$ cat src/design/conv3x3_kernel_filter_assert.svh
// ----------------------------------------------------------------------------
// conv3x3_kernel_filter assertion macros
// Concurrent assertion wrappers; they expand to nothing in synthesis.
// ----------------------------------------------------------------------------
`ifndef CONV3X3_KERNEL_FILTER_ASSERT_SVH
`define CONV3X3_KERNEL_FILTER_ASSERT_SVH
`ifndef SYNTHESIS
// property holds on every clock edge outside reset
`define C3K_ASSERT(name, clk, rst_n, prop) \
    name: assert property (@(posedge clk) disable iff (!rst_n) (prop)) \
        else $error("conv3x3_kernel_filter: assertion failed");
// trigger in one cycle implies consequent in the next
`define C3K_ASSERT_NEXT(name, clk, rst_n, trig, conseq) \
    name: assert property (@(posedge clk) disable iff (!rst_n) (trig) |=> (conseq)) \
        else $error("conv3x3_kernel_filter: assertion failed");
`else
`define C3K_ASSERT(name, clk, rst_n, prop)
`define C3K_ASSERT_NEXT(name, clk, rst_n, trig, conseq)
`endif
`endif

$ cat src/design/c3k_pkg.sv
// ----------------------------------------------------------------------------
// c3k_pkg
// Shared types, kernel weights and scaling constants of the 3x3 filter.
// ----------------------------------------------------------------------------
package c3k_pkg;

    // Default frame limits
    localparam int C3K_MAX_WIDTH  = 2048;
    localparam int C3K_MAX_HEIGHT = 2048;

    localparam int PIX_W = 8;
    localparam int CFG_W = 12;
    // Signed kernel sum spans -2040..4080
    localparam int SUM_W = 13;
    // Reciprocal scaling: q = (x * RECIP) >> RECIP_SHIFT, exact for x < 4096
    localparam int RECIP_W     = 17;
    localparam int RECIP_SHIFT = 16;

    // Register indexes of the configuration port
    localparam logic [1:0] REG_FILTER_MODE  = 2'd0;
    localparam logic [1:0] REG_IMAGE_WIDTH  = 2'd1;
    localparam logic [1:0] REG_IMAGE_HEIGHT = 2'd2;

    localparam logic [CFG_W-1:0] IMAGE_WIDTH_RESET  = 12'd2048;
    localparam logic [CFG_W-1:0] IMAGE_HEIGHT_RESET = 12'd2048;

    typedef enum logic [1:0] {
        MODE_BOX,
        MODE_GAUSS,
        MODE_SHARPEN,
        MODE_MEAN_REMOVAL
    } c3k_mode_t;

    // Position marks that travel with each pixel through the pipeline
    typedef struct packed {
        logic produce;   // window is complete: a result follows
        logic eor;       // last result of an output row
        logic eof;       // last result of the frame
    } c3k_tag_t;

    typedef struct packed {
        logic             eof;
        logic             eor;
        logic [PIX_W-1:0] pixel;
    } c3k_result_t;

    // Kernel weights, [mode][row][column]; row 0 is the oldest line
    localparam logic signed [4:0] KERNEL [4][3][3] = '{
        '{'{5'sd1, 5'sd1, 5'sd1}, '{5'sd1, 5'sd1, 5'sd1}, '{5'sd1, 5'sd1, 5'sd1}},
        '{'{5'sd1, 5'sd2, 5'sd1}, '{5'sd2, 5'sd4, 5'sd2}, '{5'sd1, 5'sd2, 5'sd1}},
        '{'{5'sd0, -5'sd2, 5'sd0}, '{-5'sd2, 5'sd11, -5'sd2}, '{5'sd0, -5'sd2, 5'sd0}},
        '{'{-5'sd1, -5'sd1, -5'sd1}, '{-5'sd1, 5'sd9, -5'sd1}, '{-5'sd1, -5'sd1, -5'sd1}}
    };

    // 2^16 / divisor, rounded up: /9, /16, /3, /1
    localparam logic [RECIP_W-1:0] RECIP [4] = '{
        17'd7282, 17'd4096, 17'd21846, 17'd65536
    };

endpackage

$ cat src/design/c3k_scale_clamp.sv
// ----------------------------------------------------------------------------
// c3k_scale_clamp
// Divides the kernel sum by the mode's constant and clamps to 0..255.
// ----------------------------------------------------------------------------
module c3k_scale_clamp (
    input  logic signed [c3k_pkg::SUM_W-1:0] sum,
    input  c3k_pkg::c3k_mode_t               mode,
    output logic [c3k_pkg::PIX_W-1:0]        pixel
);

    localparam int X_W = c3k_pkg::SUM_W - 1;
    localparam int P_W = X_W + c3k_pkg::RECIP_W;
    localparam int Q_W = P_W - c3k_pkg::RECIP_SHIFT;

    logic [X_W-1:0] mag;
    logic [P_W-1:0] prod;
    logic [Q_W-1:0] quot;

    // Negative sums give a quotient of zero or less: clamp to zero
    assign mag  = sum[c3k_pkg::SUM_W-1] ? '0 : sum[X_W-1:0];
    // Reciprocal multiply, exact for the sum range
    assign prod = P_W'(mag) * P_W'(c3k_pkg::RECIP[mode]);
    assign quot = prod[P_W-1:c3k_pkg::RECIP_SHIFT];

    // Saturate at full scale
    assign pixel = (quot > Q_W'(255)) ? c3k_pkg::PIX_W'(255)
                                      : quot[c3k_pkg::PIX_W-1:0];

endmodule

$ cat config.mk
export PLATFORM = sky130hd
export DESIGN_NAME = c3k_scale_clamp
export DESIGN_NICKNAME = d
export VERILOG_FILES = /design/src/design/conv3x3_kernel_filter_assert.svh /design/src/design/c3k_pkg.sv /design/src/design/c3k_scale_clamp.sv
export SDC_FILE = /design/constraint.sdc
export NUM_CORES = 1
export LEC_CHECK = 0
export ABC_CLOCK_PERIOD_IN_PS = 6250
export BUFFER_PORTS_ARGS = -buffer_cell sky130_fd_sc_hd__buf_4
export CORE_AREA = 8 8 103 105
export DETAILED_ROUTE_END_ITERATION = 6
export DIE_AREA = 0 0 111 113
export PLACE_DENSITY = 0.78
export SLEW_MARGIN = 10
export SYNTH_ARGS = -nofsm -noshare
export SYNTH_HDL_FRONTEND = slang
export SYNTH_SLANG_ARGS = --single-unit
$ cat constraint.sdc
create_clock -name vclk -period 6.25
set_input_delay 0.3125 -clock vclk [all_inputs]
set_output_delay 0.3125 -clock vclk [all_outputs]
set_load 0.02 [all_outputs]
Word-level counts from Yosys, hierarchy flattened
Index checks and enable logic that the tools add are counted.
- ROM bits: 0
- memories: 0
- logic and storage cells: 9
- bits in writable memories: 0
- bits in latches: 0
- output and inout bits: 8
- bits of input ports: 15
- register bits: 0
- divide/modulo/power cells: 0
- add/sub/neg operators: 0
- shift-type cells: 0
- bitwise gates (word level): 1
- equality and inequality tests: 0
- reductions and logical operators: 0
- order comparisons: 2
- multiply operators: 1
- mux-type cells: 5
- operators with widths (cell ; count):
    17-bit binary-select mux with 2-bit select ; 1
    17-bit two-way mux ; 2
    12-bit by 17-bit multiplier with 29-bit output ; 1
    13-bit by 8-bit > comparator with 1-bit output, second input constant ; 1
    12-bit two-way mux ; 1
    8-bit two-way mux ; 1
    3-bit >= comparator, second input constant ; 1
    2-bit inverter with 3-bit output ; 1

Depth between registers and ports, before layout
- depth after elaboration: 7
- mapped depth: 24
- depth with buffers taken out: 22

Least setup slack after synthesis
OpenSTA, ideal clock, no wires.
- path kind: input-to-output
- start: input port sum[12] (netlist bit)
- end: output port pixel[7] (netlist bit)
- setup slack: -0.297 ns
- arrival: 6.234 ns
- stages on the path: 23
- required time: 5.938 ns
- path buffers: 2
- cell sequence: clkbuf_1 -> nor2_1 -> clkbuf_1 -> and2_1 -> nor2b_1 -> fa_1 -> inv_1 -> fa_1 -> inv_1 -> fa_1 -> fa_1 -> inv_1 -> fa_1 -> inv_1 -> ha_1 -> and3_1 -> and3_1 -> a41oi_1 -> o311ai_4 -> nor3b_2 -> or4_4 -> a211oi_4 -> o211ai_1
- word-level cells in the longest chain between the ends: 4
- ends and longest elaborated chain (element ; line ; RTL):
    start, declared ; c3k_scale_clamp.sv:6 ; input logic signed [c3k_pkg::SUM_W-1:0] sum,
    12-bit two-way mux * ; c3k_scale_clamp.sv:20 ; assign mag = sum[c3k_pkg::SUM_W-1] ? '0 : sum[X_W-1:0];
    12-bit by 17-bit multiplier with 29-bit output * ; c3k_scale_clamp.sv:22 ; assign prod = P_W'(mag) * P_W'(c3k_pkg::RECIP[mode]);
    13-bit by 8-bit > comparator with 1-bit output ; c3k_scale_clamp.sv:26 ; assign pixel = (quot > Q_W'(255)) ? c3k_pkg::PIX_W'(255)
    8-bit two-way mux * ; c3k_scale_clamp.sv:26 ;
    end, declared ; c3k_scale_clamp.sv:8 ; output logic [c3k_pkg::PIX_W-1:0] pixel
Every way passes the cells marked *; elsewhere a longest branch is shown, timed or not.

Final worst setup path
- start: input port mode[0]
- end: output port pixel[3] (netlist bit)
- word-level cells in the longest chain between the ends: 7
- ends and longest elaborated chain (element ; line ; RTL):
    start, declared ; c3k_scale_clamp.sv:7 ; input c3k_pkg::c3k_mode_t mode,
    2-bit inverter with 3-bit output (implied by the code) * ; c3k_scale_clamp.sv:22 ;
    17-bit binary-select mux with 2-bit select * ; c3k_scale_clamp.sv:22 ;
    17-bit two-way mux (implied by the code) * (2 in series) ; c3k_scale_clamp.sv:22 ;
    12-bit by 17-bit multiplier with 29-bit output * ; c3k_scale_clamp.sv:22 ;
    13-bit by 8-bit > comparator with 1-bit output ; c3k_scale_clamp.sv:26 ;
    8-bit two-way mux * ; c3k_scale_clamp.sv:26 ;
Every way passes the cells marked *; elsewhere a longest branch is shown, timed or not. The select of a mux whose other input is x is not followed.

==> results.sh <==
export IMPL_grt_pass1_vias=4698
export IMPL_synth_top_area_cell="fa_1"
export IMPL_fin_crit_ps=6314
export IMPL_whs_path_depth=10
export IMPL_start_util_pct=53.11
export IMPL_numPortBuffers=23
export IMPL_cpPeakStageDelay_ps=550
export IMPL_antenna_cells=0
export IMPL_required_ps=5940
export IMPL_ioPinCount=23
export IMPL_die_area_um2=12540
export IMPL_netlist_area_um2=4768
export IMPL_ys_warn_count=0
export IMPL_crit_chain="buf_8 -> buf_8 -> and2_4 -> nor2_4 -> nand2_1 -> fa_1 -> fa_1 -> fa_1 -> fa_1 -> fa_1 -> inv_1 -> ha_4 -> a21oi_2 -> o21ai_2 -> o31ai_4 -> o311ai_4 -> nor3b_2 -> or4_4 -> a211oi_4 -> buf_4 -> nand3b_1 -> buf_6"
export IMPL_maxSlewHeadroom_pct=69.08
export IMPL_worstPathArrival_ps=6000
export IMPL_cpLargestDelayFamily="adder cells"
export IMPL_num_vias=4293
export IMPL_critPathMostFrequentCell="fa_1"
export IMPL_ir_drop_v=0.0001669
export IMPL_antenna_found_initial=0
export IMPL_min_to="pixel[0]"
export IMPL_fmax_mhz=158.4
export IMPL_die_w_um=111
export IMPL_totalWireLength_mm=13.63
export IMPL_synth_commonest_cells="inv_1 (151), ha_1 (96), fa_1 (79)"
export IMPL_yosysTopAreaCellShare_pct=33.17
export IMPL_track_usage_pct=21.75
export IMPL_n_fill_cell=654
export IMPL_setup_viol_count_final=8
export IMPL_clockBufferCount=0
export IMPL_place_congestion=0.9578
export IMPL_netlist_top_cells_area="fa_1 (33%), ha_1 (25%), inv_1 (12%)"
export IMPL_hp_start="sum[1]"
export IMPL_synth_area_per_cell_um2=8.395
export IMPL_start_kind="input port"
export IMPL_p_leak_nw=3.444
export IMPL_grt_setup_unrepaired="yes"
export IMPL_cp_end_kind="output pin"
export IMPL_grt_start_max_net_pins=13
export IMPL_cts_hold_buffers=0
export IMPL_synth_distinct_cells=49
export IMPL_crit_buf_inv=5
export IMPL_drive_gt1_share_pct=28.93
export IMPL_grt_pass1_wl_mm=22.65
export IMPL_finalWorstSetupSlack_ps=-64.36
export IMPL_nets=866
export IMPL_syn_to_final_growth_pct=30.02
export IMPL_dpl_hpwl_mm=11.56
export IMPL_seq_cell_count=0
export IMPL_p_per_area_nw_per_um2=123.1
export IMPL_drv_slew=0
export IMPL_viasPerCell=5.469
export IMPL_hold_violations=0
export IMPL_violations="setup timing"
export IMPL_drv_cap=0
export IMPL_rows=35
export IMPL_crit_slowest_cell="fa_1"
export IMPL_worst_slew_pin_slew_ps=462.1
export IMPL_multi_input_comb_area_um2=4539
export IMPL_worstSetupPathType="input port to output pin"
export IMPL_die_h_um=113
export IMPL_core_um2=8977
export IMPL_first_iter_violations=229
export IMPL_ant_nets=0
export IMPL_post_route_period_util_pct=101.0
export IMPL_synth_nets=758
export IMPL_route_detailed_drc=0
export IMPL_hold_class="input port to output pin"
export IMPL_crit_fanout=12
export IMPL_post_synth_top_count_cell="inv_1"
export IMPL_finalPower_mw=0.7634
export IMPL_final_core_util_pct=69.06
export IMPL_overflow=0
export IMPL_regArea_um2=0
export IMPL_hold_ws_ps=1845
export IMPL_status="finished with violations"
export IMPL_synthCells=568
export IMPL_firstDrtPassIters=5
export IMPL_ys_seq_area_share_pct=0
export IMPL_wire_per_inst_um=17.37
[power by group]
| part | internal (mW) | leakage (nW) | switching (mW) |
|---|---|---|---|
| Combinational | 0.359 | 3.44 | 0.404 |
| Sequential | 0 | 0 | 0 |
| Clock | 0 | 0 | 0 |
[kinds of logic after synthesis]
group           after synthesis  share of synthesized area, %
simple gates                146                         16.35
xor+xnor                     14                         2.571
fa+ha+maj                   175                         58.36
compound gates               67                         9.420
buf+inv                     166                         13.30
[worst max path at each step]
stage               startpoint  endpoint  cells past startpoint
finish                 mode[0]  pixel[3]                     22
CTS                    mode[0]  pixel[7]                     23
global route           mode[1]  pixel[3]                     25
floorplan              sum[12]  pixel[7]                     23
detailed placement     mode[0]  pixel[7]                     21
global placement       mode[0]  pixel[7]                     21
[repair_timing]
action                     in CTS  in global routing
setup endpoints to repair       8                  8
setup buffers                   7                  6
gates cloned                    1                  0
resized for setup              65                 24
pin swaps                      41                 19
[layer usage]
layer  share of wire [%]  GRT usage [%]
met5                   0              0
met4                 2.2          4.505
met3                 5.6          2.857
met2                  52          39.43
met1                  41          26.78
[worst min-delay path, cell delays in order]
cell and delay [ps]:
buf_4 120, nand4bb_4 160, inv_2 60, nand4_1 160, a21oi_1 80, o21ai_0 180, nand2b_1 100, xnor2_1 160
nand3_2 90, buf_6 110
[cell usage in the layout (no fill, tap or decap), drive strengths merged, types with 3 or more instances in the layout]
cell      n
and2     19
inv     152
a21oi    26
a31oi     3
nand2    30
nor3b     3
a21o      6
nor2     31
nand2b    8
xnor2    10
buf     120
nor3      8
o21ai    13
nand4     7
and3     10
nand3    15
fa       79
nor2b     5
xor2      4
ha       96
[area by class of cell]
type | count | share of cell area [%]
inverters | 152 | 9.203
multi-input cells | 402 | 73.22
well taps | 111 | 2.240
repair buffers | 120 | 15.34
[metrics by stage]
step / setup TNS, ps / instances / area (um^2) / setup WS, ps
final: -338.1 / 785 / 6200 / -64.36
after global routing: -1454 / 785 / 6200 / -206.6
after CTS: 0 / 779 / 6047 / 2.093
after detailed placement: -1959 / 772 / 5679 / -295.1
after global placement: -1314 / 772 / 5679 / -192.2
after floorplan: 0 / 568 / 4812 / 31.29
Note: power is estimated with default switching activity, not from simulation.
