File: config.mk
export PLATFORM = sky130hd
export DESIGN_NAME = c3k_window_sum
export DESIGN_NICKNAME = d
export VERILOG_FILES = /design/src/design/conv3x3_kernel_filter_assert.svh /design/src/design/c3k_pkg.sv /design/src/design/c3k_window_sum.sv
export SDC_FILE = /design/constraint.sdc
export NUM_CORES = 1
export LEC_CHECK = 0
export BUFFER_PORTS_ARGS = -buffer_cell sky130_fd_sc_hd__buf_2
export CAP_MARGIN = 20
export CORE_AREA = 2 2 151 153
export DETAILED_ROUTE_END_ITERATION = 10
export DIE_AREA = 0 0 153 155
export GPL_ROUTABILITY_DRIVEN = 1
export PLACE_DENSITY = 0.82
export RECOVER_POWER = 50
export SLEW_MARGIN = 5
export SYNTH_ARGS = -nofsm -noshare
export SYNTH_HDL_FRONTEND = slang
export SYNTH_SLANG_ARGS = --single-unit
File: constraint.sdc
create_clock -name aclk -period 10.6 [get_ports aclk]
set_clock_uncertainty 0.05 [all_clocks]
set_input_delay 0.53 -clock aclk [delete_from_list [all_inputs] [get_ports aclk]]
set_output_delay 0.53 -clock aclk [all_outputs]
set_load 0.02 [all_outputs]
File: src/design/conv3x3_kernel_filter_assert.svh
// ----------------------------------------------------------------------------
// conv3x3_kernel_filter assertion macros
// Concurrent assertion wrappers; they expand to nothing in synthesis.
// ----------------------------------------------------------------------------
`ifndef CONV3X3_KERNEL_FILTER_ASSERT_SVH
`define CONV3X3_KERNEL_FILTER_ASSERT_SVH
`ifndef SYNTHESIS
// property holds on every clock edge outside reset
`define C3K_ASSERT(name, clk, rst_n, prop) \
    name: assert property (@(posedge clk) disable iff (!rst_n) (prop)) \
        else $error("conv3x3_kernel_filter: assertion failed");
// trigger in one cycle implies consequent in the next
`define C3K_ASSERT_NEXT(name, clk, rst_n, trig, conseq) \
    name: assert property (@(posedge clk) disable iff (!rst_n) (trig) |=> (conseq)) \
        else $error("conv3x3_kernel_filter: assertion failed");
`else
`define C3K_ASSERT(name, clk, rst_n, prop)
`define C3K_ASSERT_NEXT(name, clk, rst_n, trig, conseq)
`endif
`endif

File: src/design/c3k_pkg.sv
// ----------------------------------------------------------------------------
// c3k_pkg
// Shared types, kernel weights and scaling constants of the 3x3 filter.
// ----------------------------------------------------------------------------
package c3k_pkg;

    // Default frame limits
    localparam int C3K_MAX_WIDTH  = 2048;
    localparam int C3K_MAX_HEIGHT = 2048;

    localparam int PIX_W = 8;
    localparam int CFG_W = 12;
    // Signed kernel sum spans -2040..4080
    localparam int SUM_W = 13;
    // Reciprocal scaling: q = (x * RECIP) >> RECIP_SHIFT, exact for x < 4096
    localparam int RECIP_W     = 17;
    localparam int RECIP_SHIFT = 16;

    // Register indexes of the configuration port
    localparam logic [1:0] REG_FILTER_MODE  = 2'd0;
    localparam logic [1:0] REG_IMAGE_WIDTH  = 2'd1;
    localparam logic [1:0] REG_IMAGE_HEIGHT = 2'd2;

    localparam logic [CFG_W-1:0] IMAGE_WIDTH_RESET  = 12'd2048;
    localparam logic [CFG_W-1:0] IMAGE_HEIGHT_RESET = 12'd2048;

    typedef enum logic [1:0] {
        MODE_BOX,
        MODE_GAUSS,
        MODE_SHARPEN,
        MODE_MEAN_REMOVAL
    } c3k_mode_t;

    // Position marks that travel with each pixel through the pipeline
    typedef struct packed {
        logic produce;   // window is complete: a result follows
        logic eor;       // last result of an output row
        logic eof;       // last result of the frame
    } c3k_tag_t;

    typedef struct packed {
        logic             eof;
        logic             eor;
        logic [PIX_W-1:0] pixel;
    } c3k_result_t;

    // Kernel weights, [mode][row][column]; row 0 is the oldest line
    localparam logic signed [4:0] KERNEL [4][3][3] = '{
        '{'{5'sd1, 5'sd1, 5'sd1}, '{5'sd1, 5'sd1, 5'sd1}, '{5'sd1, 5'sd1, 5'sd1}},
        '{'{5'sd1, 5'sd2, 5'sd1}, '{5'sd2, 5'sd4, 5'sd2}, '{5'sd1, 5'sd2, 5'sd1}},
        '{'{5'sd0, -5'sd2, 5'sd0}, '{-5'sd2, 5'sd11, -5'sd2}, '{5'sd0, -5'sd2, 5'sd0}},
        '{'{-5'sd1, -5'sd1, -5'sd1}, '{-5'sd1, 5'sd9, -5'sd1}, '{-5'sd1, -5'sd1, -5'sd1}}
    };

    // 2^16 / divisor, rounded up: /9, /16, /3, /1
    localparam logic [RECIP_W-1:0] RECIP [4] = '{
        17'd7282, 17'd4096, 17'd21846, 17'd65536
    };

endpackage

File: src/design/c3k_window_sum.sv
// ----------------------------------------------------------------------------
// c3k_window_sum
// 3x3 window shift register and registered weighted kernel sum.
// ----------------------------------------------------------------------------
module c3k_window_sum (
    input  logic                               aclk,
    input  logic                               aresetn,
    input  logic                               en,
    input  logic                               in_valid,
    input  logic [c3k_pkg::PIX_W-1:0]          in_px,
    input  logic [c3k_pkg::PIX_W-1:0]          in_upper,
    input  logic [c3k_pkg::PIX_W-1:0]          in_middle,
    input  c3k_pkg::c3k_tag_t                  in_tag,
    input  c3k_pkg::c3k_mode_t                 mode,
    output logic                               out_valid,
    output logic signed [c3k_pkg::SUM_W-1:0]   out_sum,
    output c3k_pkg::c3k_mode_t                 out_mode,
    output c3k_pkg::c3k_tag_t                  out_tag
);

    logic [c3k_pkg::PIX_W-1:0]        win_reg [3][3];
    logic [c3k_pkg::PIX_W-1:0]        new_col [3];
    logic                             w_valid_reg;
    c3k_pkg::c3k_tag_t                w_tag_reg;
    logic                             s_valid_reg;
    logic signed [c3k_pkg::SUM_W-1:0] s_sum_reg;
    logic signed [c3k_pkg::SUM_W-1:0] s_sum_next;
    c3k_pkg::c3k_mode_t               s_mode_reg;
    c3k_pkg::c3k_tag_t                s_tag_reg;

    assign new_col[0] = in_upper;
    assign new_col[1] = in_middle;
    assign new_col[2] = in_px;

    // Window shifts left by one column per pixel
    always_ff @(posedge aclk) begin
        if (en && in_valid) begin
            for (int i = 0; i < 3; i++) begin
                win_reg[i][0] <= win_reg[i][1];
                win_reg[i][1] <= win_reg[i][2];
                win_reg[i][2] <= new_col[i];
            end
        end
    end

    // Nine weighted taps, summed
    always_comb begin
        s_sum_next = '0;
        for (int i = 0; i < 3; i++) begin
            for (int j = 0; j < 3; j++) begin
                s_sum_next = s_sum_next
                    + c3k_pkg::SUM_W'(c3k_pkg::KERNEL[mode][i][j])
                    * c3k_pkg::SUM_W'($signed({1'b0, win_reg[i][j]}));
            end
        end
    end

    // Stage control
    always_ff @(posedge aclk) begin
        if (!aresetn) begin
            w_valid_reg <= 1'b0;
            s_valid_reg <= 1'b0;
        end else if (en) begin
            w_valid_reg <= in_valid;
            s_valid_reg <= w_valid_reg;
        end
    end

    // Stage payload
    always_ff @(posedge aclk) begin
        if (en) begin
            w_tag_reg  <= in_tag;
            s_tag_reg  <= w_tag_reg;
            s_sum_reg  <= s_sum_next;
            s_mode_reg <= mode;
        end
    end

    assign out_valid = s_valid_reg;
    assign out_sum   = s_sum_reg;
    assign out_mode  = s_mode_reg;
    assign out_tag   = s_tag_reg;

endmodule

==> Yosys cells after proc, flatten, opt, wreduce, memory -nomap -nowiden <==
Memory sizes are Yosys's and may differ from the RTL's.
Index checks and enable logic that the tools add are counted.
{ "op_classes": {"add_sub_neg": 8, "mul": 9, "n_lt_le_gt_ge": 1, "n_mux": 5, "bitwise_logic": 1, "n_reduce_logical": 1} }
{ "op_table": {"columns": ["op", "n"], "rows": [
  ["$mul 5x9->13", 9],
  ["$add 13x13->13", 8],
  ["$bmux 45 s2", 1],
  ["$mux 45", 2],
  ["$ge 3x3->1 const B", 1],
  ["$not 2->3", 1],
  ["$mux 1", 2],
  ["$logic_and 1x1->1", 1]
]} }
{ "word_totals": {"reg_bits": 23, "mem_bits_rw": 72, "inputBits": 33, "out_inout_bits": 19, "word_cells": 36, "n_memories": 1} }
{ "memory_table": {"columns": ["name", "depth", "width", "rd", "rd_clocked_by_memory_dff", "wr", "line_no", "text"], "rows": [
  ["win_reg", 3, 24, 3, 0, 3, "c3k_window_sum.sv:21", "logic [c3k_pkg::PIX_W-1:0] win_reg [3][3];"]
]} }

==> Logic depth before layout (Yosys ltp) <==
{ "depth": {"word_depth": 13, "depth_mapped": 27, "depth_no_buf": 26} }

==> Least setup slack after synthesis <==
OpenSTA, ideal clock, no wires.
{ "synth_timing": {"path_kind": "input port to flip-flop", "from": "input mode[1]", "to": "register s_sum_reg, in the netlist out_sum[11] (data pin)", "setup_time_ps": 259, "arrival_time_ps": 7517, "required_ps": 10291, "path_slack_ps": 2774, "path_stages": 26, "path_buffers": 2, "path_cell_list": "inv_2 clkbuf_1 ha_1 clkbuf_1 nor2b_1 fa_1 inv_1 fa_1 fa_1 fa_1 inv_1 fa_1 fa_1 inv_1 fa_1 inv_1 fa_1 ha_1 ha_1 fa_1 a21o_1 a21oi_1 o21bai_1 a21oi_1 o21ai_0 xnor2_1"} }
{ "synth_between": {"elab_chain_len": 13, "elab_cells_between_ends": 21, "classes_between": "add/sub (8); mul (9); mux (3); bitwise (1)"} }
{ "synth_lines": {"columns": ["element", "line_no", "text"], "rows": [
  ["start, declared", "c3k_window_sum.sv:14", "input c3k_pkg::c3k_mode_t mode,"],
  ["$not 2->3 (implied by the code) (*)", "c3k_window_sum.sv:52", "+ c3k_pkg::SUM_W'(c3k_pkg::KERNEL[mode][i][j])"],
  ["$bmux 45 s2 (*)", "c3k_window_sum.sv:52", null],
  ["$mux 45 (implied by the code) (*) (2 in series)", "c3k_window_sum.sv:52", null],
  ["$mul 5x9->13", "c3k_window_sum.sv:53", "* c3k_pkg::SUM_W'($signed({1'b0, win_reg[i][j]}));"],
  ["$add 13x13->13 (7 in series)", "c3k_window_sum.sv:52", null],
  ["$add 13x13->13 (*)", "c3k_window_sum.sv:52", null],
  ["net s_sum_next, one bit", "c3k_window_sum.sv:27", "logic signed [c3k_pkg::SUM_W-1:0] s_sum_next;"],
  ["end signal, assigned", "c3k_window_sum.sv:74", "s_sum_reg <= s_sum_next;"],
  ["end, declared", "c3k_window_sum.sv:26", "logic signed [c3k_pkg::SUM_W-1:0] s_sum_reg;"]
]} }
Mark *: on every way through the listed nets, which the timed path passes. The rest lies on a longest branch. The select of a mux whose other input is x is not followed.
A chain may end at the register's enable or synchronous reset.

==> Final worst setup path <==
{ "layout_timing": {"from": "input mode[1]", "to": "register s_sum_reg, in the netlist out_sum[12] (data pin)"} }
Same word-level chain as after synthesis.

==> impl_metrics.tcl <==
set metrics [dict create \
    htreeDepth 3 \
    max-clock-path-buffers 2 \
    grt_max_degree 74 \
    ys_warn_count 0 \
    cp_num_buf_inv 5 \
    finalMaxSlewViolations 0 \
    cap_violations 0 \
    cp.required_ns 10.66 \
    cts_tree "done" \
    register_area_um2 2833 \
    pin_count 52 \
    setup_viol 0 \
    cp-start-kind "input port" \
    initial_utilization 0.6381 \
    syn_area_um2 14180 \
    post-place-ws_ns 1.722 \
    antenna_left 0 \
    postSynthCellCount 1262 \
    die_w_um 153 \
    setup_ws_ns 1.636 \
    dieArea_um2 23720 \
    drtIter0Drc 508 \
    routed_wl_um 30310 \
    synthMuxAreaShare 0.0007058 \
    cp_slowest_stage_delay_ns 0.83 \
    worst_slew_pin_slew_ns 1.222 \
    rsz0062_at_grt "no" \
    place_hpwl_um 24710 \
    placementRows 55 \
    crit_arrival_ns 9.03 \
    cts_setup_buffers 0 \
    vias 8369 \
    die_h_um 155 \
    grtUsageMet1 0.3587 \
    critical_path_class "in2reg" \
    critPathCaptureType "flip-flop" \
    synth-compound-area-share 0.008116 \
    setup-tns-final_ns 0 \
    gr-total-overflow 0 \
    multi_input_area_um2 9849 \
    synthesis.nets 1741 \
    synthAdderAreaFrac 0.5565 \
    finalHoldViolations 0 \
    gr-usage-met2 0.4903 \
    ys_ff_latch 95 \
    synth-simple-area-share 0.1078 \
    wire_per_inst_um 18.97 \
    fin_crit_sh 0.8457 \
    cpMostUsedCell "fa_1" \
    largest_reg_flops 72 \
    cts.sinks 95 \
    min_period_ns 8.964 \
    crit_fanout 29 \
    nFillCells 1578 \
    yosysSeqAreaShare 0.1997 \
    antenna_cells 0 \
    maxSlewHeadroom 0.1853 \
    cts_buffers 9 \
    status "complete, no violations" \
    drc_errors 0 \
    cts_hold_buf 0 \
    synthToLayoutAreaGrowth_pct 6.661 \
    first_pass_iters 5 \
    antenna_found_initial 0 \
    drive_gt1_frac 0.05636 \
    slowest_stage "ha_1" \
    crit_chain "clkbuf_1, inv_2, ha_1, buf_4, nor2b_1, fa_1, inv_1, fa_1, inv_1, fa_1, fa_1, fa_1, fa_1, fa_1, fa_1, fa_1, ha_1, a21oi_2, o21bai_1, o311ai_1, o221ai_1, xnor2_1" \
    gp_congestion 0.9211 \
    synth_area_per_cell_um2 11.24 \
    grt_pass1_vias 9737 \
    synth-xor-area-share 0.02100 \
    critical_path.top_delay_family "adder cells" \
    design.core.area_um2 22230 \
    cts_resized 0 \
    grt_use_total 0.2827 \
    grt_pass1_wl_um 50380 \
    clk_pin_slew_ns 0.08 \
    portBuffers 51 \
    clock_latency_ns 0.37 \
    grt_busiest_layer "met2" \
    fin_nets 1787 \
    cts-root-buf "clkbuf_16" \
    vias_per_cell 5.237 \
    ys_types 25 \
    synth_top_family_by_area "adder cells" \
    met3_usage 0.03426 \
    max_freq_mhz 111.6 \
    hp-class "in2reg" \
]
==> per-layer routing <==
metal / share of wire / wire length, um / vias to the layer above
met4: 0.049 / 1492 / 0
met1: 0.39 / 11760 / 4282
met3: 0.053 / 1600 / 80
met2: 0.51 / 15460 / 263
met5: 0 / 0 / -
li1: - / - / 3744
==> final cells by class <==
| cell class | count | share of cell area |
|---|---|---|
| timing repair buffer | 58 | 0.01993 |
| multi-input combinational | 766 | 0.6511 |
| tap | 285 | 0.02357 |
| sequential | 95 | 0.1873 |
| clock inverter | 7 | 0.009429 |
| clock buffer | 9 | 0.01489 |
| inverter | 378 | 0.09380 |
==> cell usage in the layout (no fill, tap or decap), types with 2 or more instances in the layout <==
| cell type | count |
|---|---|
| a21oi_1 | 4 |
| nor2b_1 | 101 |
| nor2_1 | 26 |
| xnor2_1 | 27 |
| inv_1 | 377 |
| clkbuf_1 | 5 |
| edfxtp_1 | 93 |
| nand2_1 | 33 |
| buf_2 | 46 |
| nand2b_1 | 46 |
| ha_1 | 137 |
| and2_1 | 60 |
| xor2_1 | 7 |
| o21bai_1 | 2 |
| dfxtp_1 | 2 |
| fa_1 | 308 |
| a21o_1 | 4 |
| o21ai_0 | 2 |
| clkbuf_16 | 9 |
| buf_4 | 7 |
| bufinv_16 | 4 |
==> logic make-up after synthesis <==
family,count (synthesis)
adder cells (fa/ha/maj),446
buffers and inverters,401
AND/OR/NAND/NOR,268
flip-flops,95
XOR/XNOR,34
AO/OA/AOI/OAI,17
multiplexers,1
==> final timing paths <==
path | startpoint | to | slack (ns) | cells past startpoint
max | mode[1] | out_sum[12] | 1.64 | 22
min | in_px[1] | win_reg[2][1] | 0.28 | 1
max reg2reg | win_reg[0][2] | out_sum[11] | 3.25 | 23
min reg2reg | w_tag_reg[0] | out_tag[0] | 0.38 | 0
==> synthesized netlist by cell type, drive strengths merged <==
cell type	instances	area, um^2
inv	378	1419
fa	308	6166
ha	138	1727
nor2b	101	631.9
edfxtp	93	2793
and2	61	381.6
nand2b	46	287.8
nand2	33	123.9
xnor2	27	236.5
nor2	26	97.59
clkbuf	23	86.33
xor2	7	61.31
a21oi	5	28.78
a21o	4	30.03
dfxtp	2	40.04
o21ai	2	10.01
o21bai	2	15.01
a31oi	1	6.260
mux2i	1	10.01
o21a	1	7.510
o221ai	1	8.760
o311ai	1	8.760
or2	1	6.260
==> per-stage QoR <==
step | hold slack, ns | util | instance area (um^2) | std cells
final | 0.2823 | 0.6806 | 15130 | 1598
after global routing | 0.2809 | 0.6806 | 15130 | 1598
after CTS | 0.2730 | 0.6808 | 15130 | 1598
after detailed placement | 0.3556 | 0.6643 | 14770 | 1582
after global placement | 0.3527 | 0.6643 | 14770 | 1582
after floorplan | 0.3503 | - | 14180 | 1262
Power is left out: the tool's default activity adds up to more than one toggle a clock period on the data nets, which glitch-free logic cannot reach.
